==> config.mk <==
export PLATFORM = sky130hd
export DESIGN_NAME = stf_front_flat
export DESIGN_NICKNAME = d
export VERILOG_FILES = /design/src/rtl/sliding_truncated_mean_filter_core_macros.svh /design/src/rtl/stf_pkg.sv /design/src/rtl/stf_if.sv /design/src/rtl/stf_front.sv /design/src/flat_wrapper.sv
export SDC_FILE = /design/constraint.sdc
export NUM_CORES = 1
export LEC_CHECK = 0
export BUFFER_PORTS_ARGS = -buffer_cell sky130_fd_sc_hd__buf_4
export CAP_MARGIN = 20
export CORE_UTILIZATION = 30
export CTS_CLUSTER_SIZE = 20
export DETAILED_ROUTE_END_ITERATION = 8
export PLACE_DENSITY = 0.64
export SLEW_MARGIN = 20
export SYNTH_ARGS = -nofsm -noshare
export SYNTH_HDL_FRONTEND = slang
export SYNTH_SLANG_ARGS = --single-unit
==> constraint.sdc <==
create_clock -name clk -period 6.15 [get_ports clk]
set_input_delay 1.23 -clock clk [delete_from_list [all_inputs] [get_ports clk]]
set_output_delay 1.23 -clock clk [all_outputs]
set_load 0.02 [all_outputs]
==> src/rtl/sliding_truncated_mean_filter_core_macros.svh <==
// Assertion macros shared by the sliding truncated mean filter RTL.
`ifndef SLIDING_TRUNCATED_MEAN_FILTER_CORE_MACROS_SVH
`define SLIDING_TRUNCATED_MEAN_FILTER_CORE_MACROS_SVH
`ifndef SYNTHESIS
`define STF_ASSERT_NOW(lbl, clk, rstn, ante, cons) \
  lbl: assert property (@(posedge clk) disable iff (!rstn) (ante) |-> (cons)) \
    else $error("stf assertion failed");
`define STF_ASSERT_NEXT(lbl, clk, rstn, ante, cons) \
  lbl: assert property (@(posedge clk) disable iff (!rstn) (ante) |=> (cons)) \
    else $error("stf assertion failed");
`else
`define STF_ASSERT_NOW(lbl, clk, rstn, ante, cons)
`define STF_ASSERT_NEXT(lbl, clk, rstn, ante, cons)
`endif
`endif

==> src/rtl/stf_pkg.sv <==
// Shared types and constants of the sliding truncated mean filter.
`timescale 1ns / 1ps
package stf_pkg;
  localparam int unsigned DATA_W    = 32;
  localparam int unsigned NSIGMA_W  = 16;
  localparam int unsigned STATUS_W  = 2;
  localparam int unsigned CFG_IDX_W = 1;
  // Wide enough for window positions of the largest supported window.
  localparam int unsigned PTR_W     = 7;

  localparam logic [STATUS_W-1:0] STS_AVERAGED      = 2'd0;
  localparam logic [STATUS_W-1:0] STS_NO_NEIGHBOURS = 2'd1;
  localparam logic [STATUS_W-1:0] STS_NONE_IN_BAND  = 2'd2;

  localparam logic [CFG_IDX_W-1:0] CFG_RADIUS = 1'b0;
  localparam logic [CFG_IDX_W-1:0] CFG_NSIGMA = 1'b1;

  localparam logic [DATA_W-1:0]   RADIUS_RESET = 32'd65536;
  localparam logic [NSIGMA_W-1:0] NSIGMA_RESET = 16'd256;

  typedef struct packed {
    logic [PTR_W-1:0] base;
    logic [PTR_W-1:0] held;
    logic [PTR_W-1:0] pos;
    logic [PTR_W-1:0] span;
    logic             final_flag;
  } job_t;

  typedef enum logic [1:0] {F_IDLE, F_EMIT, F_DROP} front_state_t;

  typedef enum logic [4:0] {
    B_IDLE, B_R0_RD, B_R0_WAIT, B_SC_RD, B_SC_CHK, B_SC_ACC,
    B_MJ_RD, B_MJ_WAIT, B_MI_RD, B_MI_CMP, B_MJ_CHK,
    B_SQR, B_VAR_WAIT, B_SQRT, B_BAND, B_KP_RD, B_KP_CMP,
    B_MEAN_DIV, B_MEAN_WAIT, B_OUT
  } back_state_t;
endpackage

==> src/rtl/stf_if.sv <==
// Stream interfaces for points in and filtered results out.
`timescale 1ns / 1ps
interface stf_in_if;
  logic                       valid;
  logic                       ready;
  logic [stf_pkg::DATA_W-1:0] range_value;
  logic [stf_pkg::DATA_W-1:0] charge;
  logic                       last_point;
  modport source(output valid, range_value, charge, last_point, input ready);
  modport sink(input valid, range_value, charge, last_point, output ready);
endinterface


==> src/rtl/stf_front.sv <==
// Front end: takes points into the window and queues one job per due result.
`timescale 1ns / 1ps
module stf_front #(
  parameter int unsigned MAX_NEIGHBOR = 16
) (
  input  logic                       clk,
  input  logic                       rst_n,
  stf_in_if.sink                     in_item,
  input  logic [stf_pkg::DATA_W-1:0] radius,
  input  logic                       back_idle,
  output logic                       job_push,
  output stf_pkg::job_t              job_data,
  input  logic                       job_full,
  output logic                       wr_en,
  output logic [$clog2(2*MAX_NEIGHBOR+1)-1:0] wr_addr,
  output logic [stf_pkg::DATA_W-1:0] wr_range,
  output logic [stf_pkg::DATA_W-1:0] wr_charge
);
  localparam int unsigned DEPTH  = 2 * MAX_NEIGHBOR + 1;
  localparam int unsigned IDX_W  = $clog2(DEPTH);
  localparam int unsigned CNT_W  = $clog2(DEPTH + 1);
  localparam int unsigned SPAN_W = $clog2(MAX_NEIGHBOR + 1);
  localparam int unsigned DW     = stf_pkg::DATA_W;

  stf_pkg::front_state_t state_r, state_nxt;
  logic [CNT_W-1:0]  held_r, held_nxt;
  logic [CNT_W-1:0]  nop_r, nop_nxt;
  logic [IDX_W-1:0]  base_r, base_nxt;
  logic [SPAN_W-1:0] span_r, span_nxt;
  logic              last_r, last_nxt;

  logic [DW+2:0]     radius_x6;
  logic [DW-14:0]    span_raw;
  logic [SPAN_W-1:0] span_in;
  logic              accept, win_full, due;
  logic [IDX_W-1:0]  eff_base;
  logic [CNT_W-1:0]  eff_held, eff_nop;

  function automatic logic [IDX_W-1:0] next_base(input logic [IDX_W-1:0] b);
    next_base = (b == IDX_W'(DEPTH - 1)) ? '0 : b + 1'b1;
  endfunction

  function automatic logic [IDX_W-1:0] phys(input logic [IDX_W-1:0] b,
                                            input logic [CNT_W-1:0] l);
    logic [CNT_W:0] s;
    s = (CNT_W+1)'(b) + (CNT_W+1)'(l);
    if (s >= (CNT_W+1)'(DEPTH)) begin
      s = s - (CNT_W+1)'(DEPTH);
    end
    phys = s[IDX_W-1:0];
  endfunction

  // Neighbour span is floor(radius * 6) in whole points, capped.
  assign radius_x6 = {1'b0, radius, 2'b00} + {2'b00, radius, 1'b0};
  assign span_raw  = radius_x6[DW+2:16];
  assign span_in   = (span_raw > (DW-13)'(MAX_NEIGHBOR)) ? SPAN_W'(MAX_NEIGHBOR)
                                                         : span_raw[SPAN_W-1:0];

  assign in_item.ready = (state_r == stf_pkg::F_IDLE) && back_idle;
  assign accept        = in_item.valid && in_item.ready;

  assign win_full = (held_r == CNT_W'(DEPTH));
  assign eff_base = win_full ? next_base(base_r) : base_r;
  assign eff_held = win_full ? held_r - 1'b1 : held_r;
  assign eff_nop  = (win_full && nop_r != '0) ? nop_r - 1'b1 : nop_r;

  assign wr_en     = accept;
  assign wr_addr   = phys(eff_base, eff_held);
  assign wr_range  = in_item.range_value;
  assign wr_charge = in_item.charge;

  assign due = (nop_r < held_r) &&
               (last_r || ((held_r - 1'b1 - nop_r) >= CNT_W'(span_r)));

  assign job_data.base       = stf_pkg::PTR_W'(base_r);
  assign job_data.held       = stf_pkg::PTR_W'(held_r);
  assign job_data.pos        = stf_pkg::PTR_W'(nop_r);
  assign job_data.span       = stf_pkg::PTR_W'(span_r);
  assign job_data.final_flag = last_r && (nop_r == held_r - 1'b1);

  always_comb begin
    state_nxt = state_r;
    held_nxt  = held_r;
    nop_nxt   = nop_r;
    base_nxt  = base_r;
    span_nxt  = span_r;
    last_nxt  = last_r;
    job_push  = 1'b0;
    case (state_r)
      stf_pkg::F_IDLE: begin
        if (accept) begin
          base_nxt  = eff_base;
          held_nxt  = eff_held + 1'b1;
          nop_nxt   = eff_nop;
          span_nxt  = span_in;
          last_nxt  = in_item.last_point;
          state_nxt = stf_pkg::F_EMIT;
        end
      end
      stf_pkg::F_EMIT: begin
        if (due) begin
          if (!job_full) begin
            job_push  = 1'b1;
            nop_nxt   = nop_r + 1'b1;
            state_nxt = stf_pkg::F_DROP;
          end
        end else begin
          if (last_r) begin
            held_nxt = '0;
            nop_nxt  = '0;
          end
          state_nxt = stf_pkg::F_IDLE;
        end
      end
      stf_pkg::F_DROP: begin
        // Points more than a span behind the next pending result are retired.
        if (nop_r > CNT_W'(span_r)) begin
          base_nxt = next_base(base_r);
          held_nxt = held_r - 1'b1;
          nop_nxt  = nop_r - 1'b1;
        end else begin
          state_nxt = stf_pkg::F_EMIT;
        end
      end
      default: state_nxt = stf_pkg::F_IDLE;
    endcase
  end

  always_ff @(posedge clk) begin
    if (!rst_n) begin
      state_r <= stf_pkg::F_IDLE;
      held_r  <= '0;
      nop_r   <= '0;
      base_r  <= '0;
      span_r  <= '0;
      last_r  <= 1'b0;
    end else begin
      state_r <= state_nxt;
      held_r  <= held_nxt;
      nop_r   <= nop_nxt;
      base_r  <= base_nxt;
      span_r  <= span_nxt;
      last_r  <= last_nxt;
    end
  end
endmodule

==> src/flat_wrapper.sv <==
// flat-port wrapper written by rule: the top's interface ports become plain ports
module stf_front_flat 
#(
  parameter int unsigned MAX_NEIGHBOR = 16
)
  (clk, rst_n, radius, back_idle, job_push, job_data, job_full, wr_en, wr_addr, wr_range, wr_charge, in_item_valid, in_item_range_value, in_item_charge, in_item_last_point, in_item_ready);
  stf_in_if in_item_i ();
  input  logic clk;
  input  logic rst_n;
  input  logic [stf_pkg::DATA_W-1:0] radius;
  input  logic back_idle;
  output logic job_push;
  output stf_pkg::job_t job_data;
  input  logic job_full;
  output logic wr_en;
  output logic [$clog2(2*MAX_NEIGHBOR+1)-1:0] wr_addr;
  output logic [stf_pkg::DATA_W-1:0] wr_range;
  output logic [stf_pkg::DATA_W-1:0] wr_charge;
  input wire logic [$bits(in_item_i.valid)-1:0] in_item_valid;
  input wire logic [$bits(in_item_i.range_value)-1:0] in_item_range_value;
  input wire logic [$bits(in_item_i.charge)-1:0] in_item_charge;
  input wire logic [$bits(in_item_i.last_point)-1:0] in_item_last_point;
  output wire logic [$bits(in_item_i.ready)-1:0] in_item_ready;
  assign in_item_i.valid = in_item_valid;
  assign in_item_i.range_value = in_item_range_value;
  assign in_item_i.charge = in_item_charge;
  assign in_item_i.last_point = in_item_last_point;
  assign in_item_ready = in_item_i.ready;
  stf_front #(.MAX_NEIGHBOR(MAX_NEIGHBOR)) u_core (.clk(clk), .rst_n(rst_n), .in_item(in_item_i), .radius(radius), .back_idle(back_idle), .job_push(job_push), .job_data(job_data), .job_full(job_full), .wr_en(wr_en), .wr_addr(wr_addr), .wr_range(wr_range), .wr_charge(wr_charge));
endmodule
==> run summary <==
Status -> finished, final reports clean
Most frequent cells in the layout -> ha_1 (73), buf_4 (71), a21oi_1 (60), nand2_1 (57), nor2_1 (55)
Avg Cell Area, Syn -> 7.32 sq um
# diodes -> 0
Layout cells sized above 1 -> 0.138
Endpoint class of the critical path -> output pin
Layout Cells excl Fill -> 907
Cell count after synthesis -> 701
Clock buffer depth -> 2
F_max -> 0.185 GHz
DP Worst Slack -> 1060 ps
VDD IR max -> 0.263 mV
Row count -> 47
Sequential-to-total area share from yosys stat -> 0.101
TritonCTS clock tree -> yes
Seq cells post-synth -> 26
Worst EP arrival -> 4160 ps
Combinational power share -> 0.801
Synth Cell Area -> 5130 sq um
Vias in the first global route -> 4638
Slew Limit Fails -> 0
Rel. slew slack -> 0.428
Synth Area in Simple Gates -> 0.205
Mux cell area share after synthesis -> 0.0127
Post-DP HPWL -> 11000 um
Final period util -> 0.877
First DRT Iteration DRCs -> 285
Hold-fix buffers, CTS -> 0
Max Cap Viol -> 0
Port Buffer Count -> 70
Die X -> 133 um
Initial antenna violation count -> 0
Die height -> 133 um
Asr flop ratio synth -> 0
Routed WL -> 13300 um
Setup TNS -> 0 ps
Core ar. -> 16600 sq um
Residual DRC count -> 0
Final setup margin -> 756 ps
Routability congestion estimate -> 0.869
Largest net degree at the start of global routing -> 26
Reg clk slew, reported paths -> 70 ps
Critical Path RT -> 4920 ps
Cell area power density -> 407 nW/um^2
GR Overflow Total -> 0
First-pass GRT wire length -> 22100 um
Total clock sinks -> 26
Root Buffer -> clkbuf_16
Antenna viol nets, final -> 0
TritonCTS Buffers -> 3
Most common cell after layout, fill and taps aside -> ha_1
Compound-Gate Fraction of Synth Area -> 0.277
Placed cells -> 903
Sw power -> 1180 uW
Switch share -> 0.534
CTS H-tree depth -> 1
Setup CP Type -> flop to output pin
Post-CTS Resized -> 0
Internal power component -> 1030 uW
Synth cell types -> 74
Starting Density -> 0.308
Final Core Density -> 0.326
Post-layout min period -> 5390 ps
RSZ-0062 raised after global routing -> false
Setup Buffers After CTS -> 0
Fill cells -> 1780
Drt pass-1 iters -> 5
Leak -> 0.00230 uW
Area grow syn2layout -> 5.71%
Ys flop type -> dfxtp_1
Setup-failing EPs final -> 0
Largest family of logic cells by synthesized area -> compound AO/OA/AOI/OAI gates
Hold Fails Final Rpt -> 0
Routed WL per cell -> 14.7 um
Setup crit start kind -> flop
Number of synthesized flops with an enable pin -> 0
Hold WC Path Type -> flop to flop
Least-Margin Pin Slew -> 857 ps
Ports -> 204
Latest clock arrival within the worst-skew pair -> 260 ps
Syn. warnings -> 0
Hold Slack -> 527 ps
Synth Area in XOR/XNOR -> 0.0639
Synth Area in Adders -> 0.186
Clk_skew -> 7.08 ps
Vias -> 4968
Gr usage total -> 0.147
Clk pwr share -> 0.075
Worst Path Max Fanout -> 18
DR vias/cell -> 5.48
Die area -> 17600 sq um
Final #Nets -> 865
Sequential share of power -> 0.124
[state kept, by name (all words and copies together), names as in the netlist]
register,cells
u_core.span_r,5
u_core.base_r,6
u_core.nop_r,6
u_core.held_r,6
u_core.state_r,2
u_core.last_r,1
[synthesized netlist by cell type (4+ instances only)]
cell | instances | area share
a211oi_1 | 13 | 0.019
a21o_1 | 13 | 0.019
a21oi_1 | 60 | 0.059
a311oi_1 | 7 | 0.012
a31oi_1 | 9 | 0.011
and3_1 | 8 | 0.0098
buf_2 | 9 | 0.0088
buf_4 | 69 | 0.10
clkbuf_1 | 14 | 0.010
dfxtp_1 | 26 | 0.10
ha_1 | 73 | 0.18
inv_1 | 42 | 0.031
mux2_2 | 4 | 0.0088
nand2_1 | 57 | 0.042
nand2b_1 | 6 | 0.0073
nand3_1 | 12 | 0.012
nand4_1 | 18 | 0.022
nor2_1 | 55 | 0.040
nor2b_1 | 10 | 0.012
nor3_1 | 18 | 0.018
nor4_1 | 9 | 0.011
o211ai_1 | 4 | 0.0059
o21a_1 | 6 | 0.0088
o21ai_0 | 28 | 0.027
o21ai_1 | 8 | 0.0078
o21bai_1 | 5 | 0.0073
o22ai_1 | 4 | 0.0049
o31ai_1 | 5 | 0.0073
o32ai_1 | 6 | 0.010
or3_1 | 4 | 0.0049
xnor2_1 | 25 | 0.043
xor2_1 | 8 | 0.014
[layer usage]
metal | global-route usage | vias up | share of wire
met1 | 0.203 | 2291 | 0.47
met4 | 0.0294 | 0 | 0.010
met2 | 0.244 | 177 | 0.46
met3 | 0.0192 | 14 | 0.064
met5 | 0 | - | 0
li1 | - | 2486 | -
[logic make-up after synthesis]
logic type | count (synthesis)
flip-flops | 26
multiplexers | 6
buffers and inverters | 138
AND/OR/NAND/NOR | 213
other | 1
AO/OA/AOI/OAI | 207
XOR/XNOR | 35
adder cells (fa/ha/maj) | 75
[power by group through the flow]
stage / sequential [uW] / clock, uW / combinational (uW)
6_report: 274 / 166 / 1770
3_5_place_dp: 279 / 0 / 1740
3_3_place_gp: 278 / 0 / 1740
5_1_grt: 283 / 174 / 1990
2_1_floorplan: 293 / 0 / 1340
4_1_cts: 275 / 170 / 1760
[final timing paths]
kind | startpoint | to | slack (ps) | cells after the start
worst max-delay path | u_core.held_r[0] | wr_addr[4] | 760 | 15
worst min-delay path | u_core.held_r[5] | u_core.held_r[5] | 530 | 2
worst max register to register | u_core.held_r[0] | u_core.nop_r[0] | 2460 | 16
worst min register to register | u_core.held_r[5] | u_core.held_r[5] | 530 | 2
[worst max-delay path, cell delays in order, from the launching register on]
cell and delay [ps]:
dfxtp_1 450, ha_1 200, and3_1 530, xnor2_1 230, ha_1 280, fa_1 400
a21oi_1 140, nor2_1 50, nor2_1 150, xnor2_1 210, nor4_1 90, o21ai_0 470
nand2_1 170, nor3_1 200, xor2_1 160, buf_4 160
[per-stage QoR]
step,cell area (sq um),total power [uW]
after floorplan,5150,1640
after global placement,5340,2020
after detailed placement,5340,2020
after CTS,5420,2200
after global routing,5420,2440
final,5420,2210
[area by class of cell]
type,count,area (sq um),area share
Multi-Input combinational cell,541,3840,0.707
Timing Repair Buffer,71,533,0.0983
Sequential cell,26,520,0.0960
Tap cell,220,275,0.0507
Inverter,45,169,0.0311
Clock buffer,4,88.8,0.0164
No activity file was read; power rests on OpenSTA's default activity.
