==> config.mk <==
export PLATFORM = sky130hd
export DESIGN_NAME = stf_fifo
export DESIGN_NICKNAME = d
export VERILOG_FILES = /design/src/rtl/sliding_truncated_mean_filter_core_macros.svh /design/src/rtl/stf_pkg.sv /design/src/rtl/stf_fifo.sv
export SDC_FILE = /design/constraint.sdc
export NUM_CORES = 1
export LEC_CHECK = 0
export ABC_CLOCK_PERIOD_IN_PS = 2300
export BUFFER_PORTS_ARGS = -buffer_cell sky130_fd_sc_hd__buf_2
export CAP_MARGIN = 20
export CELL_PAD_IN_SITES_DETAIL_PLACEMENT = 0
export CELL_PAD_IN_SITES_GLOBAL_PLACEMENT = 2
export CORE_MARGIN = 4
export CORE_UTILIZATION = 44
export DETAILED_ROUTE_END_ITERATION = 8
export MAX_ROUTING_LAYER = met4
export PLACE_DENSITY = 0.76
export SLEW_MARGIN = 15
export SYNTH_ARGS = -nofsm -noshare
export SYNTH_HDL_FRONTEND = slang
export SYNTH_SLANG_ARGS = --single-unit
==> constraint.sdc <==
create_clock -name clk -period 2.3 [get_ports clk]
set_input_delay 0.115 -clock clk [delete_from_list [all_inputs] [get_ports clk]]
set_output_delay 0.115 -clock clk [all_outputs]
set_load 0.005 [all_outputs]
==> src/rtl/sliding_truncated_mean_filter_core_macros.svh <==
// Assertion macros shared by the sliding truncated mean filter RTL.
`ifndef SLIDING_TRUNCATED_MEAN_FILTER_CORE_MACROS_SVH
`define SLIDING_TRUNCATED_MEAN_FILTER_CORE_MACROS_SVH
`ifndef SYNTHESIS
`define STF_ASSERT_NOW(lbl, clk, rstn, ante, cons) \
  lbl: assert property (@(posedge clk) disable iff (!rstn) (ante) |-> (cons)) \
    else $error("stf assertion failed");
`define STF_ASSERT_NEXT(lbl, clk, rstn, ante, cons) \
  lbl: assert property (@(posedge clk) disable iff (!rstn) (ante) |=> (cons)) \
    else $error("stf assertion failed");
`else
`define STF_ASSERT_NOW(lbl, clk, rstn, ante, cons)
`define STF_ASSERT_NEXT(lbl, clk, rstn, ante, cons)
`endif
`endif

==> src/rtl/stf_pkg.sv <==
// Shared types and constants of the sliding truncated mean filter.
`timescale 1ns / 1ps
package stf_pkg;
  localparam int unsigned DATA_W    = 32;
  localparam int unsigned NSIGMA_W  = 16;
  localparam int unsigned STATUS_W  = 2;
  localparam int unsigned CFG_IDX_W = 1;
  // Wide enough for window positions of the largest supported window.
  localparam int unsigned PTR_W     = 7;

  localparam logic [STATUS_W-1:0] STS_AVERAGED      = 2'd0;
  localparam logic [STATUS_W-1:0] STS_NO_NEIGHBOURS = 2'd1;
  localparam logic [STATUS_W-1:0] STS_NONE_IN_BAND  = 2'd2;

  localparam logic [CFG_IDX_W-1:0] CFG_RADIUS = 1'b0;
  localparam logic [CFG_IDX_W-1:0] CFG_NSIGMA = 1'b1;

  localparam logic [DATA_W-1:0]   RADIUS_RESET = 32'd65536;
  localparam logic [NSIGMA_W-1:0] NSIGMA_RESET = 16'd256;

  typedef struct packed {
    logic [PTR_W-1:0] base;
    logic [PTR_W-1:0] held;
    logic [PTR_W-1:0] pos;
    logic [PTR_W-1:0] span;
    logic             final_flag;
  } job_t;

  typedef enum logic [1:0] {F_IDLE, F_EMIT, F_DROP} front_state_t;

  typedef enum logic [4:0] {
    B_IDLE, B_R0_RD, B_R0_WAIT, B_SC_RD, B_SC_CHK, B_SC_ACC,
    B_MJ_RD, B_MJ_WAIT, B_MI_RD, B_MI_CMP, B_MJ_CHK,
    B_SQR, B_VAR_WAIT, B_SQRT, B_BAND, B_KP_RD, B_KP_CMP,
    B_MEAN_DIV, B_MEAN_WAIT, B_OUT
  } back_state_t;
endpackage

==> src/rtl/stf_fifo.sv <==
// Four-entry job queue between the front and the back of the filter.
`timescale 1ns / 1ps
module stf_fifo (
  input  logic          clk,
  input  logic          rst_n,
  input  logic          push,
  input  stf_pkg::job_t push_data,
  output logic          full,
  input  logic          pop,
  output stf_pkg::job_t pop_data,
  output logic          empty
);
  localparam int unsigned DEPTH = 4;
  localparam int unsigned AW    = $clog2(DEPTH);

  stf_pkg::job_t    mem_r [DEPTH];
  logic [AW-1:0]    wr_ptr_r, wr_ptr_nxt;
  logic [AW-1:0]    rd_ptr_r, rd_ptr_nxt;
  logic [AW:0]      count_r, count_nxt;
  logic             do_push, do_pop;

  assign full     = (count_r == (AW+1)'(DEPTH));
  assign empty    = (count_r == '0);
  assign do_push  = push && !full;
  assign do_pop   = pop && !empty;
  assign pop_data = mem_r[rd_ptr_r];

  always_comb begin
    wr_ptr_nxt = do_push ? wr_ptr_r + 1'b1 : wr_ptr_r;
    rd_ptr_nxt = do_pop ? rd_ptr_r + 1'b1 : rd_ptr_r;
    count_nxt  = count_r;
    if (do_push && !do_pop) begin
      count_nxt = count_r + 1'b1;
    end else if (do_pop && !do_push) begin
      count_nxt = count_r - 1'b1;
    end
  end

  always_ff @(posedge clk) begin
    if (!rst_n) begin
      wr_ptr_r <= '0;
      rd_ptr_r <= '0;
      count_r  <= '0;
    end else begin
      wr_ptr_r <= wr_ptr_nxt;
      rd_ptr_r <= rd_ptr_nxt;
      count_r  <= count_nxt;
    end
  end

  always_ff @(posedge clk) begin
    if (do_push) begin
      mem_r[wr_ptr_r] <= push_data;
    end
  end
endmodule

==> results of run 1 <==
## stage by stage
step	setup WS, ns	std cells	cell area, µm²
finish	0.213	462	6130
CTS	0.156	462	6130
global placement	0.277	401	5220
detailed placement	0.228	401	5220
floorplan	0.266	199	4680
global route	0.00898	462	6130
## routing by layer
layer | GRT usage [%] | vias to the layer above
met2 | 21.9 | 63
li1 | - | 1049
met5 | - | -
met4 | 6.08 | 0
met3 | 4.48 | 6
met1 | 18.8 | 1142
## cells by family after synthesis
kind of cell	count (synthesis)	synth area share, %
flops	125	78.4
compound gates	4	0.722
simple gates	17	2.17
buf+inv	11	1.55
mux	32	14.7
fa+ha+maj	6	1.77
xor+xnor	4	0.749
## cell type report
cell class              count  area share [%]
repair buffers            104            11.8
clock inverters            14            3.27
flip-flops and latches    125            59.8
clock buffers              17            6.76
inverters                   3           0.184
multi-input cells          63            15.4
well taps                 136            2.78
## synth_stat cells
| master | count | share of area (%) |
|---|---|---|
| or3_1 | 1 | 0.13 |
| o311ai_1 | 1 | 0.19 |
| fa_1 | 1 | 0.43 |
| o21ai_0 | 1 | 0.11 |
| mux4_2 | 28 | 13 |
| dfxtp_1 | 9 | 3.9 |
| ha_1 | 5 | 1.3 |
| clkbuf_1 | 2 | 0.16 |
| mux2i_1 | 3 | 0.64 |
| nand2_1 | 4 | 0.32 |
| inv_1 | 3 | 0.24 |
| buf_2 | 3 | 0.32 |
| nor2b_1 | 2 | 0.27 |
| buf_12 | 1 | 0.43 |
| nor3b_2 | 1 | 0.27 |
| buf_6 | 1 | 0.24 |
| nor3_1 | 1 | 0.11 |
| and2_1 | 8 | 1.1 |
| xor2_1 | 1 | 0.19 |
| edfxtp_1 | 116 | 74 |
| buf_4 | 1 | 0.16 |
| xnor2_1 | 3 | 0.56 |
| mux4_1 | 1 | 0.56 |
| a21boi_0 | 1 | 0.16 |
| o31ai_2 | 1 | 0.27 |
## path summary, 6_finish.rpt
check	start	to	slack, ns	cells past startpoint
setup / recovery	count_r[0]	count_r[2]	0.21	8
hold / removal	pop	rd_ptr_r[0]	0.07	4
setup reg to reg	count_r[0]	count_r[2]	0.21	8
hold reg to reg	wr_ptr_r[0]	wr_ptr_r[0]	0.50	2
## placed cells by master (no fill, tap or decap), drive strengths merged
| cell type | instances |
|---|---|
| inv | 3 |
| or3 | 1 |
| dfxtp | 9 |
| clkinv | 7 |
| ha | 5 |
| o311ai | 1 |
| nor2b | 2 |
| xnor2 | 3 |
| nor3 | 1 |
| nor3b | 1 |
| buf | 74 |
| fa | 1 |
| xor2 | 1 |
| clkinvlp | 2 |
| edfxtp | 116 |
| and2 | 8 |
| a21boi | 1 |
| clkbuf | 17 |
| mux4 | 29 |
| dlygate4sd3 | 30 |
| o31ai | 1 |
| nand2 | 4 |
| mux2i | 3 |
| o21ai | 1 |
| bufinv | 5 |
## where the power goes
part / total [mW] / switching [mW] / leakage [nW] / internal (mW)
clock network: 2.73 / 0.884 / 0.296 / 1.84
logic: 1.37 / 0.600 / 0.729 / 0.774
registers: 2.91 / 0.139 / 1.14 / 2.77
## state kept, by name, indices dropped and copies added, names as in the netlist, named ones only
name      flops
count_r       3
mem_r       116
rd_ptr_r      2
wr_ptr_r      2
## critical path: stages, from the launching register on
cell,delay (ns)
dfxtp_1,0.49
nor3b_2,0.09
nor2b_1,0.17
ha_1,0.21
inv_1,0.06
fa_1,0.38
xor2_1,0.16
or3_1,0.29
a21boi_0,0.16
==> metrics.md, run 1 <==
| Metric | Value |
|---|---|
| Initial Utilization | `45.3%` |
| Pwr dens | `1140 nW/µm²` |
| Clk Latency, worst-skew pair | `0.51 ns` |
| Slew Limit Fails | `0` |
| Met3 WL post-DR | `388 µm` |
| Crit Path Class | `flip-flop to flip-flop` |
| Worst-path fanout max | `6` |
| Placer Congestion | `0.694` |
| Worst min path class | `input port to flip-flop` |
| RSZ-0062 raised after global routing | `no` |
| Lkg Pwr | `2.16 nW` |
| Core area | `10,300 µm²` |
| GR Overflow Total | `0` |
| Crit. End Element | `flip-flop` |
| Syn_area_per_cell | `23.5 µm²` |
| Multi-input logic area | `945 µm²` |
| Finished Core Util | `59.4%` |
| Max Cap Violations | `0` |
| Worst Max-Slew Pin Slew | `0.433 ns` |
| I/O pin count | `64` |
| Final Hold Viols | `0` |
| Slew margin rel. | `71.1%` |
| Antenna cell count | `0` |
| Vias in the first global route | `2,407` |
| Fmax | `479 MHz` |
| Count of different cell masters after synthesis | `25` |
| Status | `complete, no violations` |
| Die area | `12,300 µm²` |
| Total GRT Usage | `14.6%` |
| Clock Tree Root | `clkbuf_8` |
| Met1 WL | `3670 µm` |
| Crit path time final | `2.09 ns` |
| Critical path data arrival time | `2.52 ns` |
| Worst vdd ir | `547 µV` |
| DRT antenna net count | `0` |
| Largest net degree at the start of global routing | `25` |
| Worst path required time | `2.73 ns` |
| Setup TNS | `0 ns` |
| Area delta synth->final | `31.1%` |
| Cell Area, Synth | `4680 µm²` |
| Vias post-DR | `2,260` |
| Residual DRC | `0` |
| Final wirelength | `8010 µm` |
| PostCTS Resize Cnt | `0` |
| Yosys synthesis warning count | `0` |
| Standard-cell rows | `37` |
| Post-DP HPWL | `4940 µm` |
| Die W | `111 µm` |
| Buffers on Ports | `63` |
| Post-CTS Setup Bufs | `0` |
| Via density | `4.89` |
| Clk sinks | `125` |
| Detailed router's first-iteration violation count | `130` |
| Final Cycle Share | `90.8%` |
| Routed len/inst | `17.3 µm` |
| Drt pass-1 iters | `4` |
| Top sig layer | `met4` |
| #FFs+latches synth | `125` |
| First-pass GRT wire length | `13,100 µm` |
| Cts hold-fix bufs | `30` |
| Clock slew at reported path FFs | `0.06 ns` |
| Reg area | `3670 µm²` |
| CTS H-tree depth | `4` |
| Register area share after synthesis | `78.4%` |
| Fin nets | `353` |
| Min Hold Slack | `0.0654 ns` |
| DIE HEIGHT | `111 µm` |
| Met2 routed WL | `3880 µm` |
| Initial antenna violation count | `0` |
| Final Skew | `0.00735 ns` |
| # setup viols final | `0` |
| Syn Inst Count | `199` |
| Share of layout cells above drive strength 1 | `42.3%` |
| Cts bufs inserted | `17` |
| Tot Pwr | `7.01 mW` |
| Layout fillers | `754` |
| Crit start category | `flip-flop` |
| Clk buf depth | `2` |
| Syn Nets | `238` |
| CTS tree | `done` |
Note: power is estimated with default switching activity, not from simulation.
==> run 2, diff against run 1 <==
--- a/config.mk
+++ b/config.mk
@@ -10,11 +10,10 @@
 export CAP_MARGIN = 20
 export CELL_PAD_IN_SITES_DETAIL_PLACEMENT = 0
 export CELL_PAD_IN_SITES_GLOBAL_PLACEMENT = 2
-export CORE_MARGIN = 4
 export CORE_UTILIZATION = 44
 export DETAILED_ROUTE_END_ITERATION = 8
 export MAX_ROUTING_LAYER = met4
-export PLACE_DENSITY = 0.76
+export PLACE_DENSITY_LB_ADDON = 0.1
 export SLEW_MARGIN = 15
 export SYNTH_ARGS = -nofsm -noshare
 export SYNTH_HDL_FRONTEND = slang
==> run 2 against run 1 <==
Compared with the run above:
- register-to-register slack lost 0.02 ns
- critical path depth is the same
- critical path type unchanged
- non-clock buffer count is the same
- largest cell class unchanged
- critical endpoint unchanged
- clock power shrank 24%
- cell count shrank 0.65%
==> metrics.md, run 2 (synthesized netlist as in run 1, its figures left out) <==
| Metric | Value |
|---|---|
| Int Power | `4.84 mW (-10%)` |
| Residual DRC | `0 (unchanged)` |
| First-pass GRT wire length | `12,500 µm (-4.6%)` |
| Crit start category | `flip-flop` |
| Worst path required time | `2.72 ns (about the same)` |
| Reg power frac | `45.7% (+4.2 points)` |
| Clock Tree Root | `clkbuf_8` |
| Commonest non-fill, non-tap cell in the layout | `edfxtp_1` |
| CTS tree | `done` |
| Worst-path fanout max | `6 (unchanged)` |
| Worst min path class | `input port to flip-flop` |
| Clk Latency, worst-skew pair | `0.50 ns (about the same)` |
| CTS H-tree depth | `4 (unchanged)` |
| Slew Limit Fails | `0 (unchanged)` |
| Drt pass-1 iters | `4 (unchanged)` |
| Layout fillers | `779 (+3.3%)` |
| Placer Congestion | `0.686 (-1.1%)` |
| DIE HEIGHT | `105 µm (-5.4%)` |
| Clk buf depth | `2 (unchanged)` |
| Share of layout cells above drive strength 1 | `39.6% (-2.7 points)` |
| R2r worst-path depth | `8 (unchanged)` |
| Clk sinks | `125 (unchanged)` |
| Core area | `10,300 µm² (unchanged)` |
| Antenna cell count | `0 (unchanged)` |
| Fmax | `473 MHz (-1.2%)` |
| PostCTS Resize Cnt | `0 (unchanged)` |
| Fin nets | `353 (unchanged)` |
| Largest net degree at the start of global routing | `25 (unchanged)` |
| Final Cycle Share | `91.8% (+1.1 points)` |
| Total GRT Usage | `16.3% (+1.7 points)` |
| Vias post-DR | `2,259 (-0.044%)` |
| Post-DP HPWL | `4690 µm (-5.0%)` |
| Crit Path Class | `flip-flop to flip-flop` |
| Sw Ratio | `23.9% (+0.81 points)` |
| # setup viols final | `0 (unchanged)` |
| Crit path time final | `2.11 ns (+0.0246 ns)` |
| Initial antenna violation count | `0 (unchanged)` |
| GR Overflow Total | `0 (unchanged)` |
| Top reg by flops | `mem_r` |
| Critical path data arrival time | `2.53 ns (about the same)` |
| Status | `complete, no violations` |
| Initial Utilization | `45.3% (unchanged)` |
| Setup TNS | `0 ns (unchanged)` |
| Max FFs per register | `116 (unchanged)` |
| Worst Max-Slew Pin Slew | `0.369 ns (-0.0642 ns)` |
| Multi-input logic area | `945 µm² (unchanged)` |
| Crit. End Element | `flip-flop` |
| Via density | `4.92 (+0.61%)` |
| Commonest cells after routing, fill and taps aside | `edfxtp_1 (116), buf_2 (63), dlygate4sd3_1 (30)` |
| Detailed router's first-iteration violation count | `70 (-46%)` |
| DRT antenna net count | `0 (unchanged)` |
| RSZ-0062 raised after global routing | `no` |
| Lkg Pwr | `2.10 nW (-3.0%)` |
| Pwr dens | `1060 nW/µm² (-7.1%)` |
| Slew margin rel. | `75.4% (+4.3 points)` |
| Gate power share | `21.6% (+2.0 points)` |
| Final wirelength | `7730 µm (-3.5%)` |
| Standard-cell rows | `37 (unchanged)` |
| Buffers on Ports | `63 (unchanged)` |
| I/O pin count | `64 (unchanged)` |
| Max Cap Violations | `0 (unchanged)` |
| Final Skew | `0.0117 ns (+0.00436 ns)` |
| Cts bufs inserted | `17 (unchanged)` |
| Clock slew at reported path FFs | `0.05 ns (about the same)` |
| Tot Pwr | `6.37 mW (-9.1%)` |
| Routed len/inst | `16.8 µm (-2.9%)` |
| Die W | `105 µm (-5.4%)` |
| Worst vdd ir | `555 µV (+1.5%)` |
| Switching power | `1.53 mW (-6.0%)` |
| Vias in the first global route | `2,447 (+1.7%)` |
| Area delta synth->final | `28.3%` |
| Biggest regs | `mem_r x116, count_r x3` |
| Die area | `11,000 µm² (-11%)` |
| Clock power frac | `32.6% (-6.3 points)` |
| Final Hold Viols | `0 (unchanged)` |
| Hold depth | `4 (unchanged)` |
| Reg area | `3660 µm² (about the same)` |
==> run 2: critical path, cell delays in order (launching register included) <==
cell,delay [ns]
dfxtp_1,0.49
nor3b_2,0.09
nor2b_1,0.20
ha_1,0.21
inv_1,0.06
fa_1,0.37
xor2_1,0.16
or3_1,0.30
a21boi_0,0.16
==> run 2: final cells by class <==
type                            count  share of cell area (%)
Clock inverter                      6                   0.417
Timing Repair Buffer              104                    12.5
Sequential cell                   125                    61.1
Clock buffer                       22                    7.22
Inverter                            3                   0.188
Tap cell                          136                    2.84
Multi-Input combinational cell     63                    15.8
==> run 2: timing repair <==
action                    CTS  global route
hold buffers               30             0
buffers inserted            0             0
hold endpoints to repair  125             0
==> run 2: metrics by stage <==
step	utilization, %	instances	instance area (µm²)	worst slack, ns	hold slack, ns
2_1_floorplan	-	199	4680	0.266	0.214
3_3_place_gp	50.7	401	5240	0.269	0.329
3_5_place_dp	50.7	401	5240	0.201	0.336
4_1_cts	58.1	459	6000	0.158	0.0420
5_1_grt	58.1	459	6000	0.0474	0.0600
6_report	58.1	459	6000	0.188	0.0647
==> run 2: path summary, 6_finish.rpt <==
| path | start | end | slack (ns) |
|---|---|---|---|
| setup / recovery | count_r[0] | count_r[2] | 0.19 |
| hold / removal | pop | flip-flop | 0.06 |
| setup reg to reg | count_r[0] | count_r[2] | 0.19 |
| hold reg to reg | wr_ptr_r[0] | wr_ptr_r[0] | 0.51 |
==> run 2: power groups by stage <==
stage	Sequential (mW)	Clock (mW)	Combinational, mW
3_3_place_gp	2.95	0	1.37
5_1_grt	2.94	2.24	1.51
4_1_cts	2.92	2.13	1.41
6_report	2.91	2.08	1.38
3_5_place_dp	2.96	0	1.37
2_1_floorplan	2.89	0	0.913
==> run 2: metal layers <==
layer	routed length, µm	part of all wire, %	GRT usage (%)
met5	0	0	-
met4	33	0.43	6.94
met3	275	3.6	5.12
met2	4040	52	26.9
met1	3380	44	18.5
==> run 3, diff against run 2 <==
--- a/config.mk
+++ b/config.mk
@@ -5,7 +5,7 @@
 export SDC_FILE = /design/constraint.sdc
 export NUM_CORES = 1
 export LEC_CHECK = 0
-export ABC_CLOCK_PERIOD_IN_PS = 2300
+export ABC_CLOCK_PERIOD_IN_PS = 2280
 export BUFFER_PORTS_ARGS = -buffer_cell sky130_fd_sc_hd__buf_2
 export CAP_MARGIN = 20
 export CELL_PAD_IN_SITES_DETAIL_PLACEMENT = 0
==> constraint.sdc (replaced) <==
create_clock -name clk -period 2.28 [get_ports clk]
set_input_delay 0.114 -clock clk [delete_from_list [all_inputs] [get_ports clk]]
set_output_delay 0.114 -clock clk [all_outputs]
set_load 0.005 [all_outputs]
==> run 3 against run 2 <==
Compared with the run above:
- first-iteration DRC count increased by 17%
- non-clock buffer count decreased by 1
- setup slack gained 0.016 ns
- largest cell class unchanged
- via count rose by 1.1%
- critical path depth stayed put
- sequential share of layout area down 0.88 points
- hold slack got worse by 0.0039 ns
==> metrics.md, run 3 (synthesized netlist as in run 1, its figures left out) <==
| Metric | Value |
|---|---|
| Setup WS post-layout | `0.204 ns (+0.0156 ns)` |
| Residual DRC | `0 (unchanged)` |
| Status | `complete, no violations` |
| Crit. End Element | `flip-flop` |
| Fmax | `482 MHz (+1.7%)` |
| Core area | `10,300 µm² (unchanged)` |
| Hold depth | `4 (unchanged)` |
| Clock slew at reported path FFs | `0.06 ns (about the same)` |
| Post-CTS Setup Bufs | `0 (unchanged)` |
| Area delta synth->final | `30.1%` |
| Buf+Inv Stages, Crit Path | `1 (unchanged)` |
| Pwr dens | `1110 nW/µm² (+4.7%)` |
| Critical path data arrival time | `2.51 ns (-0.02 ns)` |
| HP Start | `pop` |
| FF-to-FF End | `count_r[2]` |
| Crit Path Class | `flip-flop to flip-flop` |
| Worst vdd ir | `552 µV (-0.58%)` |
| Clk sinks | `125 (unchanged)` |
| Worst-path fanout max | `6 (unchanged)` |
| Crit path max-delay family | `adder cells` |
| Buffers on Ports | `63 (unchanged)` |
| Initial antenna violation count | `0 (unchanged)` |
| Crit start category | `flip-flop` |
| Standard-cell rows | `37 (unchanged)` |
| Total GRT Usage | `16.4% (+0.10 points)` |
| Vias in the first global route | `2,449 (+0.082%)` |
| Final wirelength | `7840 µm (+1.5%)` |
| Setup TNS | `0 ns (unchanged)` |
| DP Worst Slack | `0.196 ns (-0.00423 ns)` |
| # setup viols final | `0 (unchanged)` |
| Slew margin rel. | `76.2% (+0.80 points)` |
| Largest net degree at the start of global routing | `26 (+4.0%)` |
| RSZ-0062 raised after global routing | `no` |
| Final Cycle Share | `91.1% (-0.76 points)` |
| Lkg Pwr | `2.13 nW (+1.4%)` |
| DRT antenna net count | `0 (unchanged)` |
| DIE HEIGHT | `105 µm (unchanged)` |
| Critical Path, Cell by Cell | `nor3b_2 > nor2b_1 > ha_1 > inv_1 > fa_1 > xor2_1 > or3_1 > a21boi_0` |
| Routed len/inst | `17.0 µm (+0.86%)` |
| Via density | `4.94 (+0.41%)` |
| R2R Setup Slk | `0.20 ns (+0.02 ns)` |
| Reg2reg start | `count_r[0]` |
| First-pass GRT wire length | `12,700 µm (+1.8%)` |
| Cts hold-fix bufs | `30 (unchanged)` |
| Share of layout cells above drive strength 1 | `42.6% (+3.0 points)` |
| Drt pass-1 iters | `4 (unchanged)` |
| Max Cap Violations | `0 (unchanged)` |
| Top reg by flops | `mem_r` |
| Min Hold Slack | `0.0607 ns (-0.00395 ns)` |
| R2r worst-path depth | `8 (unchanged)` |
| Clock Tree Root | `clkbuf_8` |
| Placer Congestion | `0.705 (+2.9%)` |
| Die W | `105 µm (unchanged)` |
| Layout fillers | `779 (unchanged)` |
| Crit path time final | `2.08 ns (-0.0356 ns)` |
| CP max-delay cell | `dfxtp_1` |
| Post-DP HPWL | `4670 µm (-0.60%)` |
| Vias post-DR | `2,283 (+1.1%)` |
| Max FFs per register | `116 (unchanged)` |
| Biggest regs | `mem_r x116, count_r x3` |
| Commonest non-fill, non-tap cell in the layout | `edfxtp_1` |
| Detailed router's first-iteration violation count | `82 (+17%)` |
| Commonest cells after routing, fill and taps aside | `edfxtp_1 (116), buf_2 (63), dlygate4sd3_1 (30)` |
| Antenna cell count | `0 (unchanged)` |
| PostCTS Resize Cnt | `0 (unchanged)` |
| Worst path max stage delay | `0.49 ns (about the same)` |
| I/O pin count | `64 (unchanged)` |
| GR Overflow Total | `0 (unchanged)` |
| Worst path required time | `2.71 ns (about the same)` |
| Clk Latency, worst-skew pair | `0.50 ns (about the same)` |
| Final Hold Viols | `0 (unchanged)` |
| Initial Utilization | `45.3% (unchanged)` |
| Clk buf depth | `2 (unchanged)` |
| Final Skew | `0.0106 ns (-0.00110 ns)` |
| Cts bufs inserted | `17 (unchanged)` |
| Fin nets | `352 (-0.28%)` |
| CTS H-tree depth | `4 (unchanged)` |
| CTS tree | `done` |
| Die area | `11,000 µm² (unchanged)` |
| Slew Limit Fails | `0 (unchanged)` |
| Worst Max-Slew Pin Slew | `0.357 ns (-0.0125 ns)` |
| Worst min path class | `input port to flip-flop` |
[run 3: cell types whose count changed in the layout (fill, tap and decap cells not counted), sizes merged]
cell      change
clkbuf        -5
buf           -1
clkinvlp      +4
bufinv        +1
inv           +4
[run 3: area by class of cell]
type	count	area (µm²)	area share, %
clock buffer	17	414	6.81
clock inverter	15	139	2.28
inverter	3	11.3	0.185
multi-input combinational	63	945	15.5
sequential	125	3660	60.2
tap	136	170	2.80
timing repair buffer	103	741	12.2
[run 3: how the worst max path moves through the flow]
stage / startpoint / depth (start not counted) / to / slack [ns]
final: count_r[0] / 8 / count_r[2] / 0.20
after floorplan: count_r[0] / 9 / count_r[2] / 0.25
after CTS: count_r[0] / 8 / count_r[2] / 0.19
after global routing: count_r[0] / 8 / count_r[2] / 0.09
after detailed placement: count_r[0] / 8 / count_r[2] / 0.20
after global placement: count_r[0] / 8 / count_r[2] / 0.25
[run 3: through the flow]
stage | total power, mW | instance area (µm²) | instances | utilization, %
3_5_place_dp | 4.36 | 5230 | 400 | 50.7
3_3_place_gp | 4.35 | 5230 | 400 | 50.7
2_1_floorplan | 3.83 | 4680 | 199 | -
5_1_grt | 7.10 | 6080 | 462 | 58.9
6_report | 6.76 | 6080 | 462 | 58.9
4_1_cts | 6.87 | 6080 | 462 | 58.9
[run 3: layer usage]
| metal | part of all wire, % | track usage (%) |
|---|---|---|
| met3 | 3.0 | 5.12 |
| met2 | 51 | 26.0 |
| met1 | 45 | 19.9 |
| met5 | 0 | - |
| met4 | 0.75 | 6.04 |
[run 3: report_power, final]
part,switching (mW),internal [mW],leakage [nW],total [mW]
logic,0.615,0.798,0.730,1.41
clock network,0.993,1.46,0.259,2.45
registers,0.109,2.79,1.14,2.90
total,1.72,5.05,2.13,6.76
[run 3: tightest hold or removal path, delay by kind of cell]
kind,cells,cell delay (ns)
simple gates,1,0.15
buf+inv,1,0.11
compound gates,1,0.07
xor+xnor,1,0.07
